**src/rtl/spst_pkg.sv**
```systemverilog
// Shared constants, types and helpers for the spring particle step pipeline.
`timescale 1ns / 1ps

package spst_pkg;

  // Fixed point formats
  localparam int FRAC_BITS = 16;
  localparam int DT_BITS   = 16;
  localparam int DT_W      = 12;
  localparam logic [DT_W-1:0] DT_MAX = 12'd3277;

  // Repulsion arithmetic widths
  localparam int AD_W    = 27;                 // |dx| while inside the radius
  localparam int D2_W    = 2 * AD_W + 1;       // dx^2 + dy^2
  localparam int SQ_IN_W = D2_W + 1;           // even width for the root
  localparam int SQ_W    = SQ_IN_W / 2;        // root bits, one per stage
  localparam int NUM_W   = AD_W + FRAC_BITS;   // dividend width
  localparam int DEN_W   = D2_W - FRAC_BITS;   // divisor width
  localparam int QUO_W   = 30;                 // quotient bits, one per stage

  localparam logic [NUM_W-1:0] PUSH_NUM = NUM_W'(2000) << (2 * FRAC_BITS);
  localparam logic [D2_W-1:0]  HALF2    = D2_W'(1) << (2 * FRAC_BITS - 2);

  // Register map (word index)
  localparam logic [1:0] REG_SPRING = 2'd0;
  localparam logic [1:0] REG_DAMP   = 2'd1;
  localparam logic [1:0] REG_RADIUS = 2'd2;

  localparam logic [22:0] SPRING_RST = 23'd393216;
  localparam logic [22:0] DAMP_RST   = 23'd196608;
  localparam logic [26:0] RADIUS_RST = 27'd7864320;

  typedef struct packed {
    logic [22:0] spring_gain;
    logic [22:0] damping_gain;
    logic [26:0] repel_radius;
  } cfg_t;

  // Per-item data that rides alongside the root and divider pipes
  typedef struct packed {
    logic signed [31:0] px;
    logic signed [31:0] py;
    logic signed [31:0] vx;
    logic signed [31:0] vy;
    logic [DT_W-1:0]    dt;
    logic               neg_x;
    logic               neg_y;
    logic               pe;
    logic signed [41:0] bx;
    logic signed [41:0] by;
    logic [AD_W-1:0]    adx;
    logic [AD_W-1:0]    ady;
  } sb_t;

  function automatic logic signed [31:0] sat32(input logic signed [43:0] v);
    if (v > 44'sd2147483647) return 32'sh7fffffff;
    if (v < -44'sd2147483648) return 32'sh80000000;
    return v[31:0];
  endfunction

endpackage

```
**src/rtl/spst_sqrt_pipe.sv**
```systemverilog
// Pipelined integer square root, one root bit per stage.
`timescale 1ns / 1ps

module spst_sqrt_pipe (
  input  logic                          clk,
  input  logic                          en,
  input  logic [spst_pkg::SQ_IN_W-1:0]  rad,
  output logic [spst_pkg::SQ_W-1:0]     root
);

  logic [spst_pkg::SQ_IN_W-1:0] rem_q  [0:spst_pkg::SQ_W-1];
  logic [spst_pkg::SQ_W-1:0]    root_q [0:spst_pkg::SQ_W-1];

  for (genvar i = 0; i < spst_pkg::SQ_W; i++) begin : g_stage
    localparam int B = spst_pkg::SQ_W - 1 - i;
    logic [spst_pkg::SQ_IN_W-1:0] rem_in;
    logic [spst_pkg::SQ_W-1:0]    root_in;
    logic [spst_pkg::SQ_IN_W-1:0] term;

    if (i == 0) begin : g_first
      assign rem_in  = rad;
      assign root_in = '0;
    end else begin : g_next
      assign rem_in  = rem_q[i-1];
      assign root_in = root_q[i-1];
    end

    // (root + 2^B)^2 - root^2; root holds no bits at or below B
    assign term = (spst_pkg::SQ_IN_W'(root_in) << (B + 1)) |
                  (spst_pkg::SQ_IN_W'(1) << (2 * B));

    always_ff @(posedge clk) begin
      if (en) begin
        if (rem_in >= term) begin
          rem_q[i]  <= rem_in - term;
          root_q[i] <= root_in | (spst_pkg::SQ_W'(1) << B);
        end else begin
          rem_q[i]  <= rem_in;
          root_q[i] <= root_in;
        end
      end
    end
  end

  assign root = root_q[spst_pkg::SQ_W-1];

endmodule

```
**config.mk**
```make
export PLATFORM = sky130hd
export DESIGN_NAME = spst_sqrt_pipe
export DESIGN_NICKNAME = d
export VERILOG_FILES = /design/src/rtl/spst_pkg.sv /design/src/rtl/spst_sqrt_pipe.sv
export SDC_FILE = /design/constraint.sdc
export NUM_CORES = 2
export LEC_CHECK = 0
export ABC_AREA = 1
export ABC_CLOCK_PERIOD_IN_PS = 13100
export BUFFER_PORTS_ARGS = -buffer_cell sky130_fd_sc_hd__buf_2
export CAP_MARGIN = 20
export CORE_ASPECT_RATIO = 0.9
export CORE_MARGIN = 2
export CORE_UTILIZATION = 50
export CTS_BUF_LIST = sky130_fd_sc_hd__clkbuf_8 sky130_fd_sc_hd__clkbuf_16
export CTS_CLUSTER_SIZE = 40
export DETAILED_ROUTE_END_ITERATION = 10
export PLACE_DENSITY = 0.65
export SLEW_MARGIN = 5
export SYNTH_ARGS = -nofsm -noshare
export SYNTH_HDL_FRONTEND = slang
export SYNTH_SLANG_ARGS = --single-unit
```
**constraint.sdc**
```tcl
create_clock -name clk -period 13.1 [get_ports clk]
set_clock_uncertainty 0.05 [all_clocks]
set_input_delay 3.275 -clock clk [delete_from_list [all_inputs] [get_ports clk]]
set_output_delay 3.275 -clock clk [all_outputs]
set_load 0.01 [all_outputs]
```
# [Yosys cells after proc, flatten, opt, wreduce, memory -nomap -nowiden]
# Memories as Yosys holds them, arrays and structs flattened.
# Cells that the tools add are included.
[op_classes] add_sub_neg=28 n_lt_le_gt_ge=28 mux=224 bitwise=56
[op_table] op="two-way mux 56 bit" n=28
[op_table] op="two-way mux 28 bit" n=28
[op_table] op="two-way mux 1 bit" n=168
[op_table] op=">= comparator 56 x 29 -> 1 bit" n=1
[op_table] op=">= comparator 56 x 30 -> 1 bit" n=1
[op_table] op=">= comparator 56 x 31 -> 1 bit" n=1
[op_table] op=">= comparator 56 x 32 -> 1 bit" n=1
[op_table] op=">= comparator 56 x 33 -> 1 bit" n=1
[op_table] op=">= comparator 56 x 34 -> 1 bit" n=1
[op_table] op=">= comparator 56 x 35 -> 1 bit" n=1
[op_table] op=">= comparator 56 x 36 -> 1 bit" n=1
[op_table] op=">= comparator 56 x 37 -> 1 bit" n=1
[op_table] op=">= comparator 56 x 38 -> 1 bit" n=1
[op_table] op=">= comparator 56 x 39 -> 1 bit" n=1
[op_table] op=">= comparator 56 x 40 -> 1 bit" n=1
[op_table] op=">= comparator 56 x 41 -> 1 bit" n=1
[op_table] op=">= comparator 56 x 42 -> 1 bit" n=1
[op_table] op=">= comparator 56 x 43 -> 1 bit" n=1
[op_table] op=">= comparator 56 x 44 -> 1 bit" n=1
[op_table] op=">= comparator 56 x 45 -> 1 bit" n=1
[op_table] op=">= comparator 56 x 46 -> 1 bit" n=1
[op_table] op=">= comparator 56 x 47 -> 1 bit" n=1
[op_table] op=">= comparator 56 x 48 -> 1 bit" n=1
[op_table] op=">= comparator 56 x 49 -> 1 bit" n=1
[op_table] op="36 further kinds" n=91
[word_totals] regBits=0 mem_bits_rw=2352 inputBits=58 out_inout_bits=28 memories=2
[memory_table] memory="rem_q" words=28 word_bits=56 read_ports=27 rd_clocked_by_memory_dff=0 write_ports=28 line="spst_sqrt_pipe.sv:11" source="logic [spst_pkg::SQ_IN_W-1:0] rem_q [0:spst_pkg::SQ_W-1];"
[memory_table] memory="root_q" words=28 word_bits=28 read_ports=28 rd_clocked_by_memory_dff=0 write_ports=28 line="spst_sqrt_pipe.sv:12" source="logic [spst_pkg::SQ_W-1:0] root_q [0:spst_pkg::SQ_W-1];"

# [Longest topological paths before layout]
# An unclocked memory read counts as a cell.
[logic_depth] word_depth=6 depth_mapped=17 mapped_depth_nobuf=17

# [Worst setup path before layout]
# OpenSTA, ideal clock, no wires.
[synth_timing] path_kind="input-to-reg" start="in en" end="mem rem_q[1][112] in the netlist's numbering, enable pin" setup_ns=0.460 t_arrival_ns=5.941 setup_slack_ns=6.650 stages=4 path_buffers=4 cell_sequence="buf_4 buf_2 clkbuf_1 clkbuf_1"
[synth_rtl] element="start, declared" line="spst_sqrt_pipe.sv:6" source="input logic en,"
[synth_rtl] element="end, declared" line="spst_sqrt_pipe.sv:11"

==> impl_metrics.yaml <==
logic_synthesis:
  yosysTopAreaCellShare_pct: 50.0
  yosysUniqueCellTypes: 50
  synth-edff-count: 1918
  synth.top_cells.by_area: "edfxtp_1 50%, nand2_1 15%, inv_1 8.9%"
  avgSynthCellArea_um2: 7.97
  syn_area_um2: 115000
  async_reset_ff_share_pct: 0
  ys.flop_type: "edfxtp_1"
  synth-seq-area-share_pct: 50.0
  syn-num-nets: 14941
  synth_cells: 14451
  ys_warn_count: 0
  ys_ff_latch: 1918
  yosys.area.top_type: "edfxtp_1"
clock_network:
  cts_htree_levels: 4
  cts.sinks: 1918
  cts_resized: 0
  clockBufferDepth: 3
  tritoncts: "yes"
  postCtsHoldBufs: 0
  cts_buffers: 197
  postCtsSetupBuffers: 0
  root_buffer: "clkbuf_16"
  clk-insertion-delay-late_ns: 0.88
  path_clk_slew_ns: 0.07
sta:
  setup_violations: 0
  hold_viol_final: 0
  holdWs_ns: 0.365
  rsz0062_at_grt: "no"
  fin_crit_ns: 6.03
  worstMarginPinSlew_ns: 0.989
  drv_slew: 0
  fin_setup_tns_ns: 0
  final.period_utilization_pct: 46.0
  slew_headroom_pct: 34.1
  max_freq_mhz: 166
worst_setup_path:
  crit_path_max_incr_delay_ns: 0.63
  crit_top_cell: "buf_4"
  worstPathRequired_ns: 13.66
  worstPathCellList: "buf_12 -> buf_4 -> buf_4 -> nand4_1 -> nor3_1 -> nand2_1 -> inv_1 -> nand3_4 -> inv_2 -> o21ai_0"
  worstPathMaxFanout: 91
  cp-start-kind: "input pin"
  worstPathArrival_ns: 6.58
  critical_path_class: "in2reg"
  path_delay_family: "buffers and inverters"
  path_buf_inv: 5
  end_kind: "flop"
  worst_path_max_delay_cell: "buf_4"
global_route:
  grt_max_degree: 147
  grt_pass1_vias: 86402
  antenna_found_initial: 4
  gr-usage-all-layers_pct: 29.5
  grt_first_pass_wirelength_um: 523000
  grt_overflow: 0
final_layout:
  fin_nets: 15136
  stdcell_count: 17858
  synthToLayoutAreaGrowth_pct: 9.28
  nFillCells: 21586
  mostFrequentLayoutCell: "nand2_1"
  drive_gt1_share_pct: 3.99
  fin_util_pct: 54.8
  most-common-layout-cells: "4561 x nand2_1, 2758 x inv_1, 1918 x edfxtp_1, 1719 x nor2_1, 810 x nand3_1"
flow_run:
  drv_cap: 0
floorplan:
  num_io_pins: 86
  fp.dieH_um: 459
  die_w_um: 510
  die_area_um2: 234000
  core_um2: 229000
  start_util_pct: 50.2
  row_count: 167
route:
  ant_nets: 0
  drt_iter0_drc: 11189
  wl_per_cell_um: 19.6
  drtPass1Iterations: 8
  vias: 95050
  drc: 0
  via_per_inst: 5.32
  routed_wl_um: 350000
outcome:
  outcome: "finished, final reports clean"
placement:
  hpwl_um: 283000
  placed_cells: 17488
  io_buffers: 85
  gp_congestion: 0.994
power_and_ir_drop:
  ir_drop_v: 0.000149
  cellLeakagePower_uw: 0.0577
  cellPowerDensity_nw_per_um2: 149
hold_path:
  hp-class: "reg2reg"
routing by layer:
| metal | GRT usage (%) | vias to the layer above | share of wire [%] |
|---|---|---|---|
| met4 | 6.42 | 0 | 2.2 |
| met3 | 5.40 | 428 | 10 |
| met5 | 0 | - | 0 |
| li1 | - | 46743 | - |
| met2 | 42.7 | 3784 | 41 |
| met1 | 45.7 | 44095 | 46 |
final timing paths:
check        cells after the start                      end                     start  slack (ns)
max                             10  rem_q[1][415]$_DFFE_PP_                        en        7.07
min                              0  rem_q[0][680]$_DFFE_PP_   rem_q[0][624]$_DFFE_PP_        0.37
max reg2reg                     10  rem_q[1][464]$_DFFE_PP_  root_q[1][223]$_DFFE_PP_        9.24
min reg2reg                      0  rem_q[0][680]$_DFFE_PP_   rem_q[0][624]$_DFFE_PP_        0.37
report_power, final:
part	leakage (uW)	switching (uW)	internal (uW)
clock	0.00342	2540	3340
combinational	0.0359	3080	1410
sequential	0.0184	767	7640
total	0.0577	6390	12400
synth_stat cells (98+ instances only):
library cell  count
ha_1            432
nor2_1         1719
nand4_1         396
xnor2_1         189
nor4_1           98
xor2_1          142
edfxtp_1       1918
nor3_1          203
nand2_1        4561
o21ai_0         316
inv_1          2726
nand3_1         810
a21oi_1         369
stage by stage:
stage / total power, uW / cell area, um2 / setup WS [ns]
final: 18800 / 126000 / 7.07
after global routing: 19700 / 126000 / 6.84
after CTS: 18800 / 126000 / 7.17
after detailed placement: 12900 / 119000 / 6.21
after global placement: 12900 / 119000 / 6.23
after floorplan: 11300 / 115000 / 6.65
cells by family after synthesis:
family	count (synthesis)	share of synthesized area, %
AND/OR/NAND/NOR	8046	29.3
buffers and inverters	2865	9.56
flip-flops	1918	50.0
AO/OA/AOI/OAI	858	3.93
adder cells (fa/ha/maj)	432	4.69
XOR/XNOR	332	2.53
area by class of cell:
cell class	count	area (um2)	share of cell area [%]
antenna	3	7.51	0.00597
clock inverter	169	1930	1.53
clock buffer	197	4930	3.92
sequential	1918	57600	45.8
multi-input combinational	9668	46500	37.0
tap	3042	3810	3.02
timing repair buffer	118	726	0.577
inverter	2743	10300	8.18
sequential cells by signal (all words and copies together) (netlist names):
name,count
rem_q,1512
root_q,406
worst register-to-register path, cell delays in order (launching register included):
cell and delay [ns]:
edfxtp_1 0.49, inv_1 0.08, ha_1 0.37, a21oi_1 0.36, inv_1 0.10, a21oi_1 0.15
nand2_1 0.10, a21oi_1 0.24, nand3_2 0.62, inv_2 0.74, o21ai_0 0.22
Note: power is estimated with default switching activity, not from simulation.
