==> src/rtl/spst_pkg.sv <==
// Shared constants, types and helpers for the spring particle step pipeline.
`timescale 1ns / 1ps

package spst_pkg;

  // Fixed point formats
  localparam int FRAC_BITS = 16;
  localparam int DT_BITS   = 16;
  localparam int DT_W      = 12;
  localparam logic [DT_W-1:0] DT_MAX = 12'd3277;

  // Repulsion arithmetic widths
  localparam int AD_W    = 27;                 // |dx| while inside the radius
  localparam int D2_W    = 2 * AD_W + 1;       // dx^2 + dy^2
  localparam int SQ_IN_W = D2_W + 1;           // even width for the root
  localparam int SQ_W    = SQ_IN_W / 2;        // root bits, one per stage
  localparam int NUM_W   = AD_W + FRAC_BITS;   // dividend width
  localparam int DEN_W   = D2_W - FRAC_BITS;   // divisor width
  localparam int QUO_W   = 30;                 // quotient bits, one per stage

  localparam logic [NUM_W-1:0] PUSH_NUM = NUM_W'(2000) << (2 * FRAC_BITS);
  localparam logic [D2_W-1:0]  HALF2    = D2_W'(1) << (2 * FRAC_BITS - 2);

  // Register map (word index)
  localparam logic [1:0] REG_SPRING = 2'd0;
  localparam logic [1:0] REG_DAMP   = 2'd1;
  localparam logic [1:0] REG_RADIUS = 2'd2;

  localparam logic [22:0] SPRING_RST = 23'd393216;
  localparam logic [22:0] DAMP_RST   = 23'd196608;
  localparam logic [26:0] RADIUS_RST = 27'd7864320;

  typedef struct packed {
    logic [22:0] spring_gain;
    logic [22:0] damping_gain;
    logic [26:0] repel_radius;
  } cfg_t;

  // Per-item data that rides alongside the root and divider pipes
  typedef struct packed {
    logic signed [31:0] px;
    logic signed [31:0] py;
    logic signed [31:0] vx;
    logic signed [31:0] vy;
    logic [DT_W-1:0]    dt;
    logic               neg_x;
    logic               neg_y;
    logic               pe;
    logic signed [41:0] bx;
    logic signed [41:0] by;
    logic [AD_W-1:0]    adx;
    logic [AD_W-1:0]    ady;
  } sb_t;

  function automatic logic signed [31:0] sat32(input logic signed [43:0] v);
    if (v > 44'sd2147483647) return 32'sh7fffffff;
    if (v < -44'sd2147483648) return 32'sh80000000;
    return v[31:0];
  endfunction

endpackage

==> src/rtl/spst_div_pipe.sv <==
// Pipelined restoring divider, one quotient bit per stage.
`timescale 1ns / 1ps

module spst_div_pipe (
  input  logic                        clk,
  input  logic                        en,
  input  logic [spst_pkg::NUM_W-1:0]  num,
  input  logic [spst_pkg::DEN_W-1:0]  den,
  output logic [spst_pkg::QUO_W-1:0]  quo
);

  logic [spst_pkg::NUM_W-1:0] rem_q [0:spst_pkg::QUO_W-1];
  logic [spst_pkg::DEN_W-1:0] den_q [0:spst_pkg::QUO_W-1];
  logic [spst_pkg::QUO_W-1:0] quo_q [0:spst_pkg::QUO_W-1];

  for (genvar i = 0; i < spst_pkg::QUO_W; i++) begin : g_stage
    localparam int B = spst_pkg::QUO_W - 1 - i;
    logic [spst_pkg::NUM_W-1:0] rem_in;
    logic [spst_pkg::DEN_W-1:0] den_in;
    logic [spst_pkg::QUO_W-1:0] quo_in;
    logic [spst_pkg::NUM_W-1:0] den_w;

    if (i == 0) begin : g_first
      assign rem_in = num;
      assign den_in = den;
      assign quo_in = '0;
    end else begin : g_next
      assign rem_in = rem_q[i-1];
      assign den_in = den_q[i-1];
      assign quo_in = quo_q[i-1];
    end

    assign den_w = spst_pkg::NUM_W'(den_in);

    always_ff @(posedge clk) begin
      if (en) begin
        den_q[i] <= den_in;
        if ((rem_in >> B) >= den_w) begin
          rem_q[i] <= rem_in - (den_w << B);
          quo_q[i] <= quo_in | (spst_pkg::QUO_W'(1) << B);
        end else begin
          rem_q[i] <= rem_in;
          quo_q[i] <= quo_in;
        end
      end
    end
  end

  assign quo = quo_q[spst_pkg::QUO_W-1];

endmodule

==> config.mk <==
export PLATFORM = sky130hd
export DESIGN_NAME = spst_div_pipe
export DESIGN_NICKNAME = d
export VERILOG_FILES = /design/src/rtl/spst_pkg.sv /design/src/rtl/spst_div_pipe.sv
export SDC_FILE = /design/constraint.sdc
export NUM_CORES = 2
export LEC_CHECK = 0
export BUFFER_PORTS_ARGS = -buffer_cell sky130_fd_sc_hd__buf_4
export CORE_MARGIN = 1
export CORE_UTILIZATION = 55
export CTS_CLUSTER_DIAMETER = 200
export DETAILED_ROUTE_END_ITERATION = 8
export PLACE_DENSITY = 0.71
export SKIP_LAST_GASP = 1
export SLEW_MARGIN = 10
export SYNTH_ARGS = -nofsm -noshare
export SYNTH_HDL_FRONTEND = slang
export SYNTH_SLANG_ARGS = --single-unit
export TNS_END_PERCENT = 100
==> constraint.sdc <==
create_clock -name clk -period 3.5 [get_ports clk]
set_input_delay 0.175 -clock clk [delete_from_list [all_inputs] [get_ports clk]]
set_output_delay 0.175 -clock clk [all_outputs]
set_load 0.01 [all_outputs]
### After elaboration in Yosys (flattened, before gate mapping)

Memory sizes are Yosys's and may differ from the RTL's.
Cells that the tools add are included.

* add/sub/neg operators: 30
* mux-type cells: 242
* bitwise gates (word level): 60
* magnitude comparators: 30

Operators with widths (number)
* 43-bit two-way mux: 30
* 43-bit subtractor: 26
* 30-bit two-way mux: 30
* 1-bit two-way mux: 182
* 1-bit OR: 60
* 43-bit by 39-bit >= comparator with 1-bit output: 1
* 43-bit by 39-bit subtractor with 43-bit output: 1
* 43-bit by 40-bit subtractor with 43-bit output: 1
* 43-bit by 41-bit subtractor with 43-bit output: 1
* 43-bit by 42-bit subtractor with 43-bit output: 1
* 42-bit by 39-bit >= comparator with 1-bit output: 1
* 41-bit by 39-bit >= comparator with 1-bit output: 1
* 40-bit by 39-bit >= comparator with 1-bit output: 1
* 14-bit by 39-bit >= comparator with 1-bit output: 1
* 15-bit by 39-bit >= comparator with 1-bit output: 1
* 16-bit by 39-bit >= comparator with 1-bit output: 1
* 17-bit by 39-bit >= comparator with 1-bit output: 1
* 18-bit by 39-bit >= comparator with 1-bit output: 1
* 19-bit by 39-bit >= comparator with 1-bit output: 1
* 20-bit by 39-bit >= comparator with 1-bit output: 1
* 21-bit by 39-bit >= comparator with 1-bit output: 1
* 22-bit by 39-bit >= comparator with 1-bit output: 1
* 23-bit by 39-bit >= comparator with 1-bit output: 1
* 24-bit by 39-bit >= comparator with 1-bit output: 1
* other kinds (15): 15

* logic and storage cells: 365
* output and inout port bits: 30
* memory bits (writable): 3360
* memories kept: 3
* register bits: 0

Memories
* rem_q: words 30, width 43, read ports 29, clocked after Yosys merged registers in 0, write ports 30, line spst_div_pipe.sv:12 `logic [spst_pkg::NUM_W-1:0] rem_q [0:spst_pkg::QUO_W-1];`
* den_q: words 30, width 39, read ports 29, clocked after Yosys merged registers in 0, write ports 30, line spst_div_pipe.sv:13 `logic [spst_pkg::DEN_W-1:0] den_q [0:spst_pkg::QUO_W-1];`
* quo_q: words 30, width 30, read ports 30, clocked after Yosys merged registers in 0, write ports 30, line spst_div_pipe.sv:14 `logic [spst_pkg::QUO_W-1:0] quo_q [0:spst_pkg::QUO_W-1];`

### Longest topological paths before layout

An unclocked memory read counts as a cell.

* depth after elaboration: 6
* depth in mapped cells: 17
* depth with buffers taken out: 16

### Worst setup path before layout

OpenSTA, ideal clock, no wires.

* path kind: reg2reg
* start point: memory rem_q[1][390] in the netlist's numbering
* end point: memory rem_q[1][467] in the netlist's numbering, data pin
* path slack: -0.230 ns
* arrival: 3.470 ns
* cell stages (with the launch flop): 16
* path buffers: 0
* data required time: 3.240 ns
* cells stage by stage: edfxtp_1 inv_1 ha_1 inv_1 fa_1 a21o_1 a21o_1 a2111o_1 and3b_4 o31ai_4 o31ai_2 a221o_1 a211o_1 a31oi_2 xnor2_1 mux2_2

RTL lines (line)
* start, declared: spst_div_pipe.sv:12

==> flow_summary.ini <==
[routing]
wl_um = 335000
drc = 0
first_pass_iters = 6
drtAntennaViolNets = 0
detail_route.wl_per_cell_um = 20.9
avgViaCountPerCell = 5.68
drt_iter0_drc = 6698
vias = 91100

[grt]
grt_max_degree = 199
track_usage_pct = 25.6
overflow = 0
grt_pass1_vias = 91900
grt_pass1_wl_um = 505000
antenna_found_initial = 13

[power_and_ir_drop]
leakagePower_nw = 69.8
ir_worst_vdd_mv = 0.502
seqPwrFrac_pct = 39.5
clock_power_share_pct = 28.0
p_comb_share_pct = 32.5
switching_share_pct = 30.3
finalPower_mw = 116
internal_power_mw = 80.9
p_switching_mw = 35.2
power_density_nw_per_um2 = 679

[timing]
clock_skew_ps = 97.4
period_minus_slack_ps = 3930
relSlewSlack_pct = 21.2
worst_hold_slack_ps = 123
setup_violations = 231
fin_crit_sh_pct = 112
fmax_ghz = 0.255
timing.final.ws_setup_ps = -428
setup_tns_ps = -36340
hold_viol = 0
rsz0062_at_grt = yes
worstMarginPinSlew_ps = 1180
finalMaxSlewViolations = 0

[finish]
drive_gt1_share_pct = 24.0
multiInputGateArea_um2 = 52200
stdcell_area_um2 = 171000
stdcell_count = 16000
fin_util_pct = 68.6
layout_common_cells = edfxtp_1 (2843), buf_4 (1287), inv_1 (1037)
syn2layout_area_growth_pct = 23.9
mostFrequentLayoutCell = edfxtp_1
final_nets = 13400
fill_cells = 17000
seqCellArea_um2 = 85400

[synthesis]
synthXorXnorAreaFrac_pct = 4.29
syn_avg_cell_area_um2 = 12.9
syn_area_um2 = 138000
synth_compound_area_share_pct = 11.3
syn-instance-count = 10700
synthTopCellsByArea = edfxtp_1 (62%), ha_1 (7.7%), mux2_2 (3.3%)
synth.distinct_cells = 91
yosys_register_bits = 2843
synth_fa_ha_area_share_pct = 8.08
synth.area.mux_share_pct = 3.59
ys.flop_type = edfxtp_1
ys_seq_area_share_pct = 61.8
syn_nets = 11700
synth_top_family_by_area = compound AO/OA/AOI/OAI gates
synthArstFlopShare_pct = 0
synth_top_cell_by_area = edfxtp_1
synth-simple-area-share_pct = 7.30
synth_edf_count = 2843
synth_top_area_share_pct = 61.8
ys_warn_count = 0

[clocking]
cts-htree-levels = 5
insertion_delay_ps = 960
cts-root-buf = clkbuf_16
cts_buffers = 315
cts_buffer_depth = 4
cts_tree = yes
cts.sinks = 2843
clkTransAtPathRegs_ps = 60

[floorplanning]
ios = 114
initial_core_util_pct = 55.4
rows = 183
dieArea_um2 = 253000
core_area_um2 = 249000
die_h_um = 503
dieWidth_um = 503

[place]
place.gp.congestion = 0.956
hpwl_um = 226000
portBuffers = 113
dp_slack_ps = -625
dpl_cell_area_um2 = 151000
post-place-cells = 15000

[status]
status = finished with violations
violations = setup timing

[worst_setup_path]
worst_ep_arrival_time_ps = 4560
cp-end-kind = flop
required_ps = 4130
startpoint_type = flop
path_class = flop to flop
path_max_fanout = 4

[flow_run]
cap_violations = 0

[worst_hold_path]
hp-class = input port to flop
-- final timing paths --
check	slack [ps]	depth (start not counted)	start	end
max reg2reg	-430	16	rem_q[1][264]$_DFFE_PP_	rem_q[1][337]$_DFFE_PP_
max	-430	16	rem_q[1][264]$_DFFE_PP_	rem_q[1][337]$_DFFE_PP_
min	120	3	num[35]	rem_q[0][35]$_DFFE_PP_
min reg2reg	370	0	quo_q[0][418]$_DFFE_PP_	quo_q[0][448]$_DFFE_PP_
-- critical path, stage by stage, from the launching register on --
cell and delay, ps:
edfxtp_1 400, inv_2 110, ha_4 150, fa_2 220
nor2b_2 60, o21ai_2 170, a21boi_2 80, o21a_1 180
o31a_1 310, a2111o_1 560, buf_6 160, a221o_1 330
a211oi_2 190, buf_4 190, a31oi_4 90, xor2_1 160
mux2_2 260
-- final cells by class --
| cell class | instances | area share, % |
|---|---|---|
| Multi-Input combinational cell | 6568 | 30.5 |
| Timing Repair Buffer | 1656 | 8.86 |
| Clock buffer | 381 | 4.79 |
| Timing Repair inverter | 1 | 0.00951 |
| Clock inverter | 164 | 1.08 |
| Inverter | 1069 | 2.36 |
| Antenna cell | 18 | 0.0263 |
| Sequential cell | 2843 | 49.9 |
| Tap cell | 3330 | 2.44 |
-- routing by layer --
layer | part of all wire, % | vias to the layer above | global-route usage (%)
li1 | - | 43200 | -
met1 | 38 | 44400 | 29.6
met2 | 52 | 2520 | 46.4
met3 | 4.1 | 956 | 3.04
met4 | 5.9 | 6 | 13.6
met5 | 0.015 | - | 0
-- synth_stat cells (29+ instances only) --
master    instances
o21bai_1         97
ha_1            845
and2_1           31
o21a_1           77
nand2b_1        101
clkbuf_1        191
nor4_1           90
inv_1          1066
fa_1             29
xor2_1          246
edfxtp_1       2843
a21boi_0         36
a21o_1          454
nor3_1          126
nand2_1         566
mux2i_1          37
nor2_1          554
xnor2_1         430
a211oi_1         44
nand4_1         142
or2_2            33
nor2b_1         138
o211ai_1         30
a31oi_1          97
o21ai_0         477
and3_1           59
mux2_2          407
a21oi_1         849
o31ai_1          52
nand3_1         154
-- sequential cells by signal, summed over array words and instances, names as in the netlist --
register,count
rem_q,1247
quo_q,465
den_q,1131
-- power groups by stage --
stage | clock [mW] | combinational [mW] | sequential (mW)
6_report | 32.5 | 37.7 | 45.8
5_1_grt | 34.4 | 41.1 | 46.2
4_1_cts | 33.2 | 35.3 | 45.7
3_5_place_dp | 0 | 32.4 | 46.3
3_3_place_gp | 0 | 31.6 | 46.3
2_1_floorplan | 0 | 22.2 | 45.1
-- logic make-up after synthesis --
group / count (synthesis)
mux: 444
flops: 2843
fa+ha+maj: 874
buf+inv: 1302
compound gates: 2483
simple gates: 2091
xor+xnor: 676
-- what timing repair did --
action	4_1_cts	5_1_grt
setup endpoints to repair	749	739
gates resized for setup	591	666
endpoints found under the hold margin	277	0
hold buffers	151	0
cloned	35	24
buffers inserted	153	153
pin swaps	220	251
No activity file was read; power rests on OpenSTA's default activity.
