$ cat src/rtl/spst_pkg.sv
// Shared constants, types and helpers for the spring particle step pipeline.
`timescale 1ns / 1ps

package spst_pkg;

  // Fixed point formats
  localparam int FRAC_BITS = 16;
  localparam int DT_BITS   = 16;
  localparam int DT_W      = 12;
  localparam logic [DT_W-1:0] DT_MAX = 12'd3277;

  // Repulsion arithmetic widths
  localparam int AD_W    = 27;                 // |dx| while inside the radius
  localparam int D2_W    = 2 * AD_W + 1;       // dx^2 + dy^2
  localparam int SQ_IN_W = D2_W + 1;           // even width for the root
  localparam int SQ_W    = SQ_IN_W / 2;        // root bits, one per stage
  localparam int NUM_W   = AD_W + FRAC_BITS;   // dividend width
  localparam int DEN_W   = D2_W - FRAC_BITS;   // divisor width
  localparam int QUO_W   = 30;                 // quotient bits, one per stage

  localparam logic [NUM_W-1:0] PUSH_NUM = NUM_W'(2000) << (2 * FRAC_BITS);
  localparam logic [D2_W-1:0]  HALF2    = D2_W'(1) << (2 * FRAC_BITS - 2);

  // Register map (word index)
  localparam logic [1:0] REG_SPRING = 2'd0;
  localparam logic [1:0] REG_DAMP   = 2'd1;
  localparam logic [1:0] REG_RADIUS = 2'd2;

  localparam logic [22:0] SPRING_RST = 23'd393216;
  localparam logic [22:0] DAMP_RST   = 23'd196608;
  localparam logic [26:0] RADIUS_RST = 27'd7864320;

  typedef struct packed {
    logic [22:0] spring_gain;
    logic [22:0] damping_gain;
    logic [26:0] repel_radius;
  } cfg_t;

  // Per-item data that rides alongside the root and divider pipes
  typedef struct packed {
    logic signed [31:0] px;
    logic signed [31:0] py;
    logic signed [31:0] vx;
    logic signed [31:0] vy;
    logic [DT_W-1:0]    dt;
    logic               neg_x;
    logic               neg_y;
    logic               pe;
    logic signed [41:0] bx;
    logic signed [41:0] by;
    logic [AD_W-1:0]    adx;
    logic [AD_W-1:0]    ady;
  } sb_t;

  function automatic logic signed [31:0] sat32(input logic signed [43:0] v);
    if (v > 44'sd2147483647) return 32'sh7fffffff;
    if (v < -44'sd2147483648) return 32'sh80000000;
    return v[31:0];
  endfunction

endpackage

$ cat src/rtl/spst_cfg_regs.sv
// APB register block for spring gain, damping gain and repel radius.
`timescale 1ns / 1ps

module spst_cfg_regs (
  input  logic               clk,
  input  logic               rst,
  input  logic               psel,
  input  logic               penable,
  input  logic               pwrite,
  input  logic [3:0]         paddr,
  input  logic [31:0]        pwdata,
  output logic [31:0]        prdata,
  output logic               pready,
  output spst_pkg::cfg_t     cfg
);

  logic [1:0] idx;
  logic       wr;

  assign idx    = paddr[3:2];
  assign wr     = psel && penable && pwrite;
  assign pready = 1'b1;

  always_ff @(posedge clk) begin
    if (rst) begin
      cfg.spring_gain  <= spst_pkg::SPRING_RST;
      cfg.damping_gain <= spst_pkg::DAMP_RST;
      cfg.repel_radius <= spst_pkg::RADIUS_RST;
    end else if (wr) begin
      case (idx)
        spst_pkg::REG_SPRING: cfg.spring_gain  <= pwdata[22:0];
        spst_pkg::REG_DAMP:   cfg.damping_gain <= pwdata[22:0];
        spst_pkg::REG_RADIUS: cfg.repel_radius <= pwdata[26:0];
        default: ;
      endcase
    end
  end

  always_comb begin
    case (idx)
      spst_pkg::REG_SPRING: prdata = {9'b0, cfg.spring_gain};
      spst_pkg::REG_DAMP:   prdata = {9'b0, cfg.damping_gain};
      spst_pkg::REG_RADIUS: prdata = {5'b0, cfg.repel_radius};
      default:              prdata = '0;
    endcase
  end

endmodule

$ cat config.mk
export PLATFORM = sky130hd
export DESIGN_NAME = spst_cfg_regs
export DESIGN_NICKNAME = d
export VERILOG_FILES = /design/src/rtl/spst_pkg.sv /design/src/rtl/spst_cfg_regs.sv
export SDC_FILE = /design/constraint.sdc
export NUM_CORES = 1
export LEC_CHECK = 0
export BUFFER_PORTS_ARGS = -buffer_cell sky130_fd_sc_hd__clkbuf_2
export CORE_ASPECT_RATIO = 0.75
export CORE_MARGIN = 5
export CORE_UTILIZATION = 52
export DETAILED_ROUTE_END_ITERATION = 16
export PLACE_DENSITY_LB_ADDON = 0.08
export SYNTH_ARGS = -nofsm -noshare
export SYNTH_HDL_FRONTEND = slang
export SYNTH_SLANG_ARGS = --single-unit
$ cat constraint.sdc
create_clock -name clk -period 1.9 [get_ports clk]
set_clock_uncertainty 0.05 [all_clocks]
set_input_delay 0.38 -clock clk [delete_from_list [all_inputs] [get_ports clk]]
set_output_delay 0.38 -clock clk [all_outputs]
set_load 0.1 [all_outputs]
* Word level (Yosys, flattened, before mapping)
Index checks and enable logic that the tools add are counted.
Operators by class: equality and inequality tests 2, multiplexer cells 1, reduce and logical (&&, ||, !) cells 6
Operators by type and width (count):
- 27-bit one-hot mux with 3 select lines | 1
- 2-bit AND reduction | 3
- 2-bit by 1-bit equality test with 1-bit output, second input constant | 1
- 2-bit equality test, second input constant | 1
- 1-bit logical AND | 2
- 2-bit logical NOT | 1
Word-level totals: flip-flop bits (word level) 73, output and inout bits 106, logic and storage cells 12

* Longest topological paths before layout
Gate-level depths: netlist of the first run.
depth after elaboration 3, gate-level depth with buffers 6, depth with buffers taken out 3

* Worst setup path after synthesis of the first run
OpenSTA, ideal clock, no wires.
kind flip-flop to output port, from register cfg[0] (netlist bit), to output port prdata[0], arrival time 3.245 ns, data required time 1.470 ns, setup slack -1.775 ns, cell stages (with the launch flop) 3, path buffers 0, cell sequence dfxtp_1 -> mux2i_1 -> o21ai_0
Between the ends: cells in the longest elaborated chain, start to end 1
Ends and longest elaborated chain:
- start: declaration | RTL line spst_cfg_regs.sv:14 | output spst_pkg::cfg_t cfg
- 27-bit one-hot mux with 3 select lines | RTL line spst_cfg_regs.sv:40 | case (idx)
- end: declaration | RTL line spst_cfg_regs.sv:12 | output logic [31:0] prdata,
Every way passes these cells.

* Final worst setup path of the first run
from input port paddr[3], to output port prdata[16]
Between the ends: cells in the longest elaborated chain, start to end 2, elaborated cells on any way between the ends 4, those cells by class eq/ne: 2; mux: 1; reduce/logical: 1
Ends and longest elaborated chain:
- start: declaration | RTL line spst_cfg_regs.sv:10 | input logic [3:0] paddr,
- 2-bit equality test (tied with other cells) | RTL line spst_cfg_regs.sv:40
- 27-bit one-hot mux with 3 select lines * | RTL line spst_cfg_regs.sv:40
Every way passes the cells marked *; elsewhere a longest branch is shown, timed or not.

==> results of run 1 <==
-- cells in the mapped netlist --
cell	n
nor2_1	15
clkbuf_1	15
buf_2	6
buf_6	4
o21ai_0	23
nand3_1	1
conb_1	2
and2_1	4
nand2_1	23
or3_1	1
nand4_2	1
nand4_1	1
nor2b_4	1
buf_4	8
nor3b_1	2
mux2i_1	96
dfxtp_1	73
nand2b_1	92
nor3_4	1
nor2b_1	1
-- logic make-up (layout without fill, tap and decap cells) --
| group | count (synthesis) | after routing |
|---|---|---|
| other | 2 | 6 |
| and+or+nand+nor | 143 | 143 |
| DFF | 73 | 73 |
| buffers and inverters | 33 | 164 |
| muxes | 96 | 96 |
| AOI/OAI and AO/OA | 23 | 23 |
-- stage by stage --
step | worst slack [ps] | utilization
6_report | 122 | 0.796
5_1_grt | 50.1 | 0.796
4_1_cts | 116 | 0.796
3_5_place_dp | 121 | 0.764
3_3_place_gp | 166 | 0.764
2_1_floorplan | -8.15 | -
-- power by group --
group          switching, mW  total, mW  internal [mW]
logic                  0.478      0.682          0.204
clock network          0.559       1.32          0.765
registers             0.0167       1.54           1.53
total                   1.05       3.55           2.50
-- worst max-delay path, delay by kind of cell --
family	cells	cell delay [ps]
buf+inv	3	530
mux	1	320
compound gates	1	100
-- path summary, 6_finish.rpt --
path	end	slack, ps	depth (start not counted)
min	cfg[25]	230	3
max	prdata[16]	120	5
max reg2reg	cfg[19]	1180	2
min reg2reg	cfg[25]	430	2
-- cell usage in the layout (no fill, tap or decap), drive strengths merged --
| cell type | synthesis | final |
|---|---|---|
| clkinvlp | 0 | 2 |
| nand3 | 1 | 1 |
| nand2b | 92 | 92 |
| nor2 | 15 | 15 |
| conb | 2 | 6 |
| clkinv | 0 | 1 |
| buf | 18 | 44 |
| o21ai | 23 | 23 |
| nand4 | 2 | 2 |
| clkbuf | 15 | 115 |
| nand2 | 23 | 23 |
| dfxtp | 73 | 73 |
| nor3 | 1 | 1 |
| mux2i | 96 | 96 |
| nor2b | 2 | 2 |
| or3 | 1 | 1 |
| nor3b | 2 | 2 |
| bufinv | 0 | 2 |
| and2 | 4 | 4 |
-- per-layer routing --
metal,global-route usage,vias to the layer above,part of all wire
met3,0.0738,13,0.074
met5,0,-,0
li1,-,1482,-
met4,0.0712,0,0.014
met1,0.265,1434,0.44
met2,0.375,99,0.47
-- cell type report --
class | instances | area share
clock buffer | 10 | 0.0257
tap | 84 | 0.0196
sequential | 73 | 0.298
clock inverter | 5 | 0.0149
multi-input combinational | 268 | 0.410
timing repair buffer | 149 | 0.231
==> metrics.md, run 1 <==
| Metric | Value |
|---|---|
| Via/cell ratio | `5.14` |
| Setup TNS | `0 ps` |
| Share of layout cells above drive strength 1 | `0.533` |
| Final Hold Viols | `0` |
| Die area | `about 8600 sq um` |
| Die X | `roughly 110 um` |
| I/O pin cnt | `between 100 and 150` |
| DRC | `0` |
| Multi-input logic area | `between 2000 and 2500 sq um` |
| Routed length per instance | `between 15 and 20 um` |
| Critical R2R Launch | `cfg[19]` |
| Worst VDD drop | `396 uV` |
| Synth top area cells | `dfxtp_1 (41%), mux2i_1 (27%), nand2b_1 (16%)` |
| Yosys warning total | `0` |
| Die Ht | `81.7 um` |
| Slew HR | `0.623` |
| Root Driver | `clkbuf_8` |
| Total gr overflow | `0` |
| GRT Overall Usage | `0.220` |
| Slowest stage delay, CP | `roughly 320 ps` |
| Core area | `6730 sq um` |
| Num rows | `26` |
| Clock transition at path regs | `70 ps` |
| DRT antenna net count | `0` |
| Post-DP HPWL | `a little over 7000 um` |
| Startpoint of the worst hold path | `pwdata[25]` |
| Total Power | `about 3.6 mW` |
| IO buf count | `about 130` |
| Slowest-stage cell, CP | `mux2i_1` |
| Worst-path maximum fanout | `12` |
| Crit-path cells | `clkbuf_2 -> buf_12 -> mux2i_1 -> o21ai_4 -> buf_12` |
| Worst skew pair latency | `around 330 ps` |
| Compound-Gate Fraction of Synth Area | `0.0323` |
| CTS resizes | `0` |
| Fillers | `451` |
| Pwr dens | `approximately 660 nW/um^2` |
| # Post-CTS Setup Buffers | `0` |
| Placer Congestion | `about 0.77` |
| CTS tree | `yes` |
| Post-synth top area share | `0.410` |
| Critical Path Start Type | `input pin` |
| FF/Latch Area | `approximately 1600 sq um` |
| Hold Crit Class | `in -> reg` |
| N_diodes | `0` |
| Initial drt markers | `between 100 and 150` |
| Mapped cell area | `3560 sq um` |
| Vias | `between 3000 and 4000` |
| DP Area | `just over 5000 sq um` |
| H-tree Lvls | `3` |
| Synth unique cells | `20` |
| Yosys top cell by area | `dfxtp_1` |
| Critical path required time | `around 1500 ps` |
| Post-Synth Adder-Cell Area | `0` |
| FMAX | `approximately 560 MHz` |
| Nature of the critical path endpoint | `output port` |
| Max Slew Vio Count | `0` |
| Tightest hold margin | `between 200 and 250 ps` |
| Final count of negative-setup-slack endpoints | `0` |
| Wire length of the first global-routing pass | `between 15000 and 20000 um` |
| Initial antenna violation count | `0` |
| Non-Filler Instances | `around 590` |
| Vias in the first global route | `between 3000 and 4000` |
| Area delta synth->final | `50.6%` |
| Unrepaired setup endpoints after global routing | `no` |
| Final Cycle Share | `0.936` |
| Critical Path AT | `about 1400 ps` |
| Placed Cells | `approximately 570` |
| Largest register FFs | `73` |
| Syn_area_per_cell | `a little under 10 sq um` |
| Kind of critical path | `in -> out` |
| Post-Route WL | `around 9300 um` |
| Max-cap violation count | `0` |
| Actual slew at the worst max-slew pin | `568 ps` |
| Number of detailed-route iterations in the first pass | `4` |
| Post-layout nets | `~540` |
| Total CTS buffers | `9` |
| Regs by FF count | `cfg (73)` |
| Synth Area in Simple Gates | `0.232` |
| Crit path time final | `1780 ps` |
| Cts hold-fix bufs | `0` |
| Xor and xnor area share after synthesis | `0` |
| CP Launch Point | `paddr[3]` |
| Largest family of logic cells by synthesized area | `multiplexers` |
| Most used cell, CP | `buf_12` |
| CTS max path bufs | `2` |
| Post-Syn Instances | `370` |
| Leak | `around 2.4 nW` |
| Biggest register | `cfg` |
| Mux cell area share after synthesis | `0.270` |
| Status | `finished, final reports clean` |
| Number of synthesized register bits | `73` |
| Sink Count | `73` |
| Initial Utilization | `0.529` |
| Sequential area share after synthesis | `0.410` |
| Largest net degree at the start of global routing | `~110` |
| Fin area | `about 5400 sq um` |
Power figures use the tool's default switching activity.
==> run 2, diff against run 1 <==
- CORE_UTILIZATION: 52 -> 35
==> run 2 against run 1 <==
  * Sequential share of layout area shrank 0.82 points
  * Design area grew 2.8%
  * Non-clock buffer count shrank 3
  * First-iteration DRC count shrank 29%
  * Critical path depth is the same
  * Utilization shrank 23 points
  * Worst setup slack lost 13 ps
  * Count of clock-buffer cells in the layout grew 4
  * Wire length grew 7.4%
  * Flip-flop and latch count is the same
==> metrics.md, run 2 (synthesis results as in run 1) <==
| Metric | Value |
|---|---|
| DRT antenna net count | `0` |
| Final count of negative-setup-slack endpoints | `0` |
| Post-DP HPWL | `slightly above 7000 um` |
| Setup WS pre-CTS | `slightly below 100 ps` |
| GRT Overall Usage | `0.167` |
| Share of layout cells above drive strength 1 | `0.529` |
| Worst-path maximum fanout | `22` |
| Nature of the critical path endpoint | `output port` |
| Most common cell after layout, fill and taps aside | `clkbuf_2` |
| Path depth of the worst reg2reg path | `2` |
| N_diodes | `0` |
| Wire length of the first global-routing pass | `around 17000 um` |
| I/O pin cnt | `around 150` |
| Initial antenna violation count | `0` |
| Power share of the clock group | `0.442` |
| Final Hold Viols | `0` |
| Post-layout nets | `539` |
| Hold Crit Class | `in -> reg` |
| CTS tree | `yes` |
| FMAX | `about 560 MHz` |
| Largest register FFs | `73` |
| Root Driver | `clkbuf_16` |
| Regs by FF count | `cfg (73)` |
| Most used cell, CP | `buf_12` |
| Max-cap violation count | `0` |
| Cell internal pwr | `just under 3 mW` |
| Num rows | `31` |
| Initial Utilization | `0.363` |
| Cts hold-fix bufs | `0` |
| Critical Path AT | `1360 ps` |
| Crit path time final | `1790 ps` |
| IO buf count | `approximately 130` |
| DRC | `0` |
| Worst VDD drop | `around 360 uV` |
| Die area | `12300 sq um` |
| Kind of critical path | `in -> out` |
| Sequential power share | `0.387` |
| Total CTS buffers | `9` |
| Slowest stage delay, CP | `about 330 ps` |
| Die Ht | `approximately 97 um` |
| Actual slew at the worst max-slew pin | `approximately 570 ps` |
| Crit-path cells | `clkbuf_2 -> buf_12 -> mux2i_1 -> o21ai_4 -> buf_12` |
| CTS resizes | `0` |
| H-tree Lvls | `3` |
| Unrepaired setup endpoints after global routing | `no` |
| # Post-CTS Setup Buffers | `0` |
| Post-Route WL | `between 10000 and 15000 um` |
| Critical Path Start Type | `input pin` |
| Largest net degree at the start of global routing | `approximately 110` |
| Via/cell ratio | `between 4 and 5` |
| Slew HR | `0.623` |
| Leak | `approximately 2.5 nW` |
| Final WS setup | `~110 ps` |
| Biggest register | `cfg` |
| Sink Count | `73` |
| Die X | `126 um` |
| Vias | `2990` |
| CTS max path bufs | `2` |
| WHS Path Cells | `3` |
| Clock transition at path regs | `approximately 50 ps` |
| Core area | `just under 10000 sq um` |
| Final Cycle Share | `0.942` |
| Routed length per instance | `approximately 16 um` |
| Placer Congestion | `between 0.7 and 0.8` |
| Tightest hold margin | `around 230 ps` |
| Area delta synth->final | `54.8%` |
| Slowest-stage cell, CP | `mux2i_1` |
| Total gr overflow | `0` |
| Fillers | `~850` |
| Most frequent cells in the layout | `clkbuf_2 (105), mux2i_1 (96), nand2b_1 (92), dfxtp_2 (53), buf_12 (32)` |
| Worst skew pair latency | `330 ps` |
| Initial drt markers | `between 80 and 90` |
| Switching power | `1.11 mW` |
| Max Slew Vio Count | `0` |
| Number of detailed-route iterations in the first pass | `4` |
| Sw Share | `0.277` |
| Vias in the first global route | `~3200` |
| Critical path required time | `1470 ps` |
| Pwr dens | `slightly above 700 nW/um^2` |
| Comb pwr share | `0.171` |
| Status | `finished, final reports clean` |
## run 2: changes by cell type in the layout (fill, tap and decap cells not counted)
cell and delta:
clkbuf_1 +1, clkinvlp_4 -2, buf_4 -4, bufinv_16 -1, buf_12 +1, clkbuf_16 +9
clkbuf_8 -6
## run 2: path summary, 6_finish.rpt
check                                 from          to  slack (ps)
worst max-delay path              paddr[3]  prdata[19]         110
worst min-delay path            pwdata[24]     cfg[24]         230
worst max register to register     cfg[20]     cfg[20]        1210
worst min register to register     cfg[53]     cfg[53]         430
## run 2: worst max-delay path, delay by kind of cell
kind	cells	cell delay, ps
AOI/OAI and AO/OA	1	110
buffers and inverters	3	520
muxes	1	330
## run 2: stage by stage
stage	std cells	total power, mW	TNS [ps]	cell area [sq um]	utilization
detailed placement	619	2.27	0	5190	0.529
global route	635	4.15	0	5510	0.562
finish	635	4.00	0	5510	0.562
floorplan	374	2.09	-8.15	3990	-
global placement	619	2.26	0	5190	0.529
CTS	635	4.05	0	5510	0.562
## run 2: final cells by class
cell class	count	area (sq um)	area share
well taps	132	165	0.0300
repair buffers	146	1230	0.223
clock buffers	14	284	0.0515
multi-input cells	268	2200	0.399
clock inverters	2	35.0	0.00635
flip-flops and latches	73	1600	0.290
## run 2: layer usage
layer,GRT usage,vias up,part of all wire
li1,-,1480,-
met2,0.254,96,0.44
met1,0.209,1398,0.46
met5,0,-,0
met4,0.0528,0,0.016
met3,0.0780,16,0.083
## run 2: power groups by stage
stage                     sequential [mW]  combinational (mW)  clock, mW
after floorplan                      1.72               0.371          0
after global placement               1.58               0.684          0
after detailed placement             1.58               0.690          0
after CTS                            1.55               0.691       1.82
after global routing                 1.55               0.717       1.88
final                                1.55               0.684       1.77
==> run 3, diff against run 2 <==
- CTS_BUF_LIST: unset -> sky130_fd_sc_hd__clkbuf_8
- TNS_END_PERCENT: unset -> 100
==> run 3 against run 2 <==
  * Worst setup slack worse by 1.6 ps
  * Total power shrank 12%
  * First-iteration DRC count fell by 7.2%
  * Die area stayed put
  * Largest cell class unchanged
  * Critical path depth unchanged
  * Final cell count did not move
  * Maximum frequency barely moved
  * Register-to-register slack about the same
  * Sequential share of layout area increased by 0.54 points
  * Design area is 1.8% lower
==> metrics.md, run 3 (synthesis results as in run 1) <==
| Metric | Value |
|---|---|
| Critical Path AT | `between 1000 and 1500 ps` |
| Setup WS pre-CTS | `slightly below 100 ps` |
| DRT antenna net count | `0` |
| Kind of critical path | `in -> out` |
| Leak | `roughly 2.4 nW` |
| Crit path time final | `between 1500 and 2000 ps` |
| Largest net degree at the start of global routing | `between 100 and 150` |
| Die area | `between 10000 and 15000 sq um` |
| Unrepaired setup endpoints after global routing | `no` |
| Post-DP HPWL | `between 7000 and 8000 um` |
| Fin area | `5410 sq um` |
| Number of detailed-route iterations in the first pass | `4` |
| Slowest stage delay, CP | `~340 ps` |
| Sequential power share | `0.438` |
| I/O pin cnt | `147` |
| Crit-path cells | `clkbuf_2 -> buf_12 -> mux2i_1 -> o21ai_4 -> buf_12` |
| Comb pwr share | `0.194` |
| Via/cell ratio | `approximately 4.7` |
| # Post-CTS Setup Buffers | `0` |
| Max Slew Vio Count | `0` |
| Max-cap violation count | `0` |
| Die X | `approximately 130 um` |
| Nature of the critical path endpoint | `output port` |
| IO buf count | `133` |
| Pwr dens | `roughly 650 nW/um^2` |
| Post-layout nets | `between 500 and 600` |
| Actual slew at the worst max-slew pin | `about 570 ps` |
| Final WS setup | `~110 ps` |
| Total Power | `approximately 3.5 mW` |
| Initial Utilization | `0.363` |
| CTS resizes | `0` |
| Setup TNS | `0 ps` |
| FMAX | `558 MHz` |
| Area delta synth->final | `52.0%` |
| Root Driver | `clkbuf_8` |
| Worst VDD drop | `292 uV` |
| Initial drt markers | `77` |
| Num rows | `31` |
| Biggest register | `cfg` |
| H-tree Lvls | `3` |
| GRT Overall Usage | `0.168` |
| Wire length of the first global-routing pass | `about 17000 um` |
| Clock transition at path regs | `approximately 70 ps` |
| Share of layout cells above drive strength 1 | `0.529` |
| Power share of the clock group | `0.368` |
| Post-Route WL | `about 10000 um` |
| Worst skew pair latency | `between 300 and 400 ps` |
| N_diodes | `0` |
| Switching power | `1.05 mW` |
| DRC | `0` |
| Final count of negative-setup-slack endpoints | `0` |
| Total gr overflow | `0` |
| CP top delay family | `buffers and inverters` |
| Critical path required time | `1470 ps` |
| Most used cell, CP | `buf_12` |
| Hold Crit Class | `in -> reg` |
| Most frequent cells in the layout | `clkbuf_2 (105), mux2i_1 (96), nand2b_1 (92), dfxtp_2 (53), buf_12 (32)` |
| WP buf/inv | `3` |
| Worst-path maximum fanout | `22` |
| Cell internal pwr | `around 2.5 mW` |
| Vias | `approximately 3000` |
| Regs by FF count | `cfg (73)` |
| CTS max path bufs | `2` |
| CTS tree | `yes` |
| Die Ht | `approximately 97 um` |
| Most common cell after layout, fill and taps aside | `clkbuf_2` |
| Slew HR | `0.624` |
| Critical Path Start Type | `input pin` |
| Final Cycle Share | `0.943` |
| DP Area | `a little over 5000 sq um` |
| Sw Share | `0.298` |
| Total CTS buffers | `9` |
| Core area | `9810 sq um` |
| Slowest-stage cell, CP | `mux2i_1` |
| Placer Congestion | `0.776` |
| Routed length per instance | `roughly 16 um` |
| Status | `finished, final reports clean` |
| Initial antenna violation count | `0` |
| Sink Count | `73` |
| Final Hold Viols | `0` |
| Vias in the first global route | `3175` |
| Largest register FFs | `73` |
| Cts hold-fix bufs | `0` |
==> run 3: per-stage QoR <==
step | util | hold slack (ps) | std cells
floorplan | - | 478 | 374
global placement | 0.529 | 412 | 619
detailed placement | 0.529 | 422 | 619
CTS | 0.552 | 185 | 635
global route | 0.552 | 211 | 635
finish | 0.552 | 207 | 635
==> run 3: worst register-to-register path, stage by stage, from the launching register on <==
cell,delay [ps]
dfxtp_4,350
nor2_1,100
mux2i_1,80
==> run 3: final timing paths <==
path	end	cells after the start	from	slack, ps
min reg2reg	cfg[53]	2	cfg[53]	430
max reg2reg	cfg[20]	2	cfg[20]	1210
min	cfg[24]	3	pwdata[24]	210
max	prdata[19]	5	paddr[3]	110
==> run 3: cell type report <==
cell class	count	area [sq um]
flip-flops and latches	73	1600
fillers	870	4400
clock inverters	3	38.8
well taps	132	165
repair buffers	146	1230
multi-input cells	268	2200
clock buffers	13	179
==> run 3: power groups by stage <==
stage / logic [mW] / registers, mW / clock network [mW]
after floorplan: 0.371 / 1.72 / 0
after global placement: 0.684 / 1.58 / 0
after detailed placement: 0.690 / 1.58 / 0
after CTS: 0.691 / 1.54 / 1.35
after global routing: 0.717 / 1.55 / 1.42
final: 0.684 / 1.54 / 1.30
==> run 3: per-layer routing <==
layer,part of all wire,track usage
met4,0.016,0.0602
met3,0.080,0.0714
met1,0.45,0.207
met2,0.45,0.259
met5,0,0
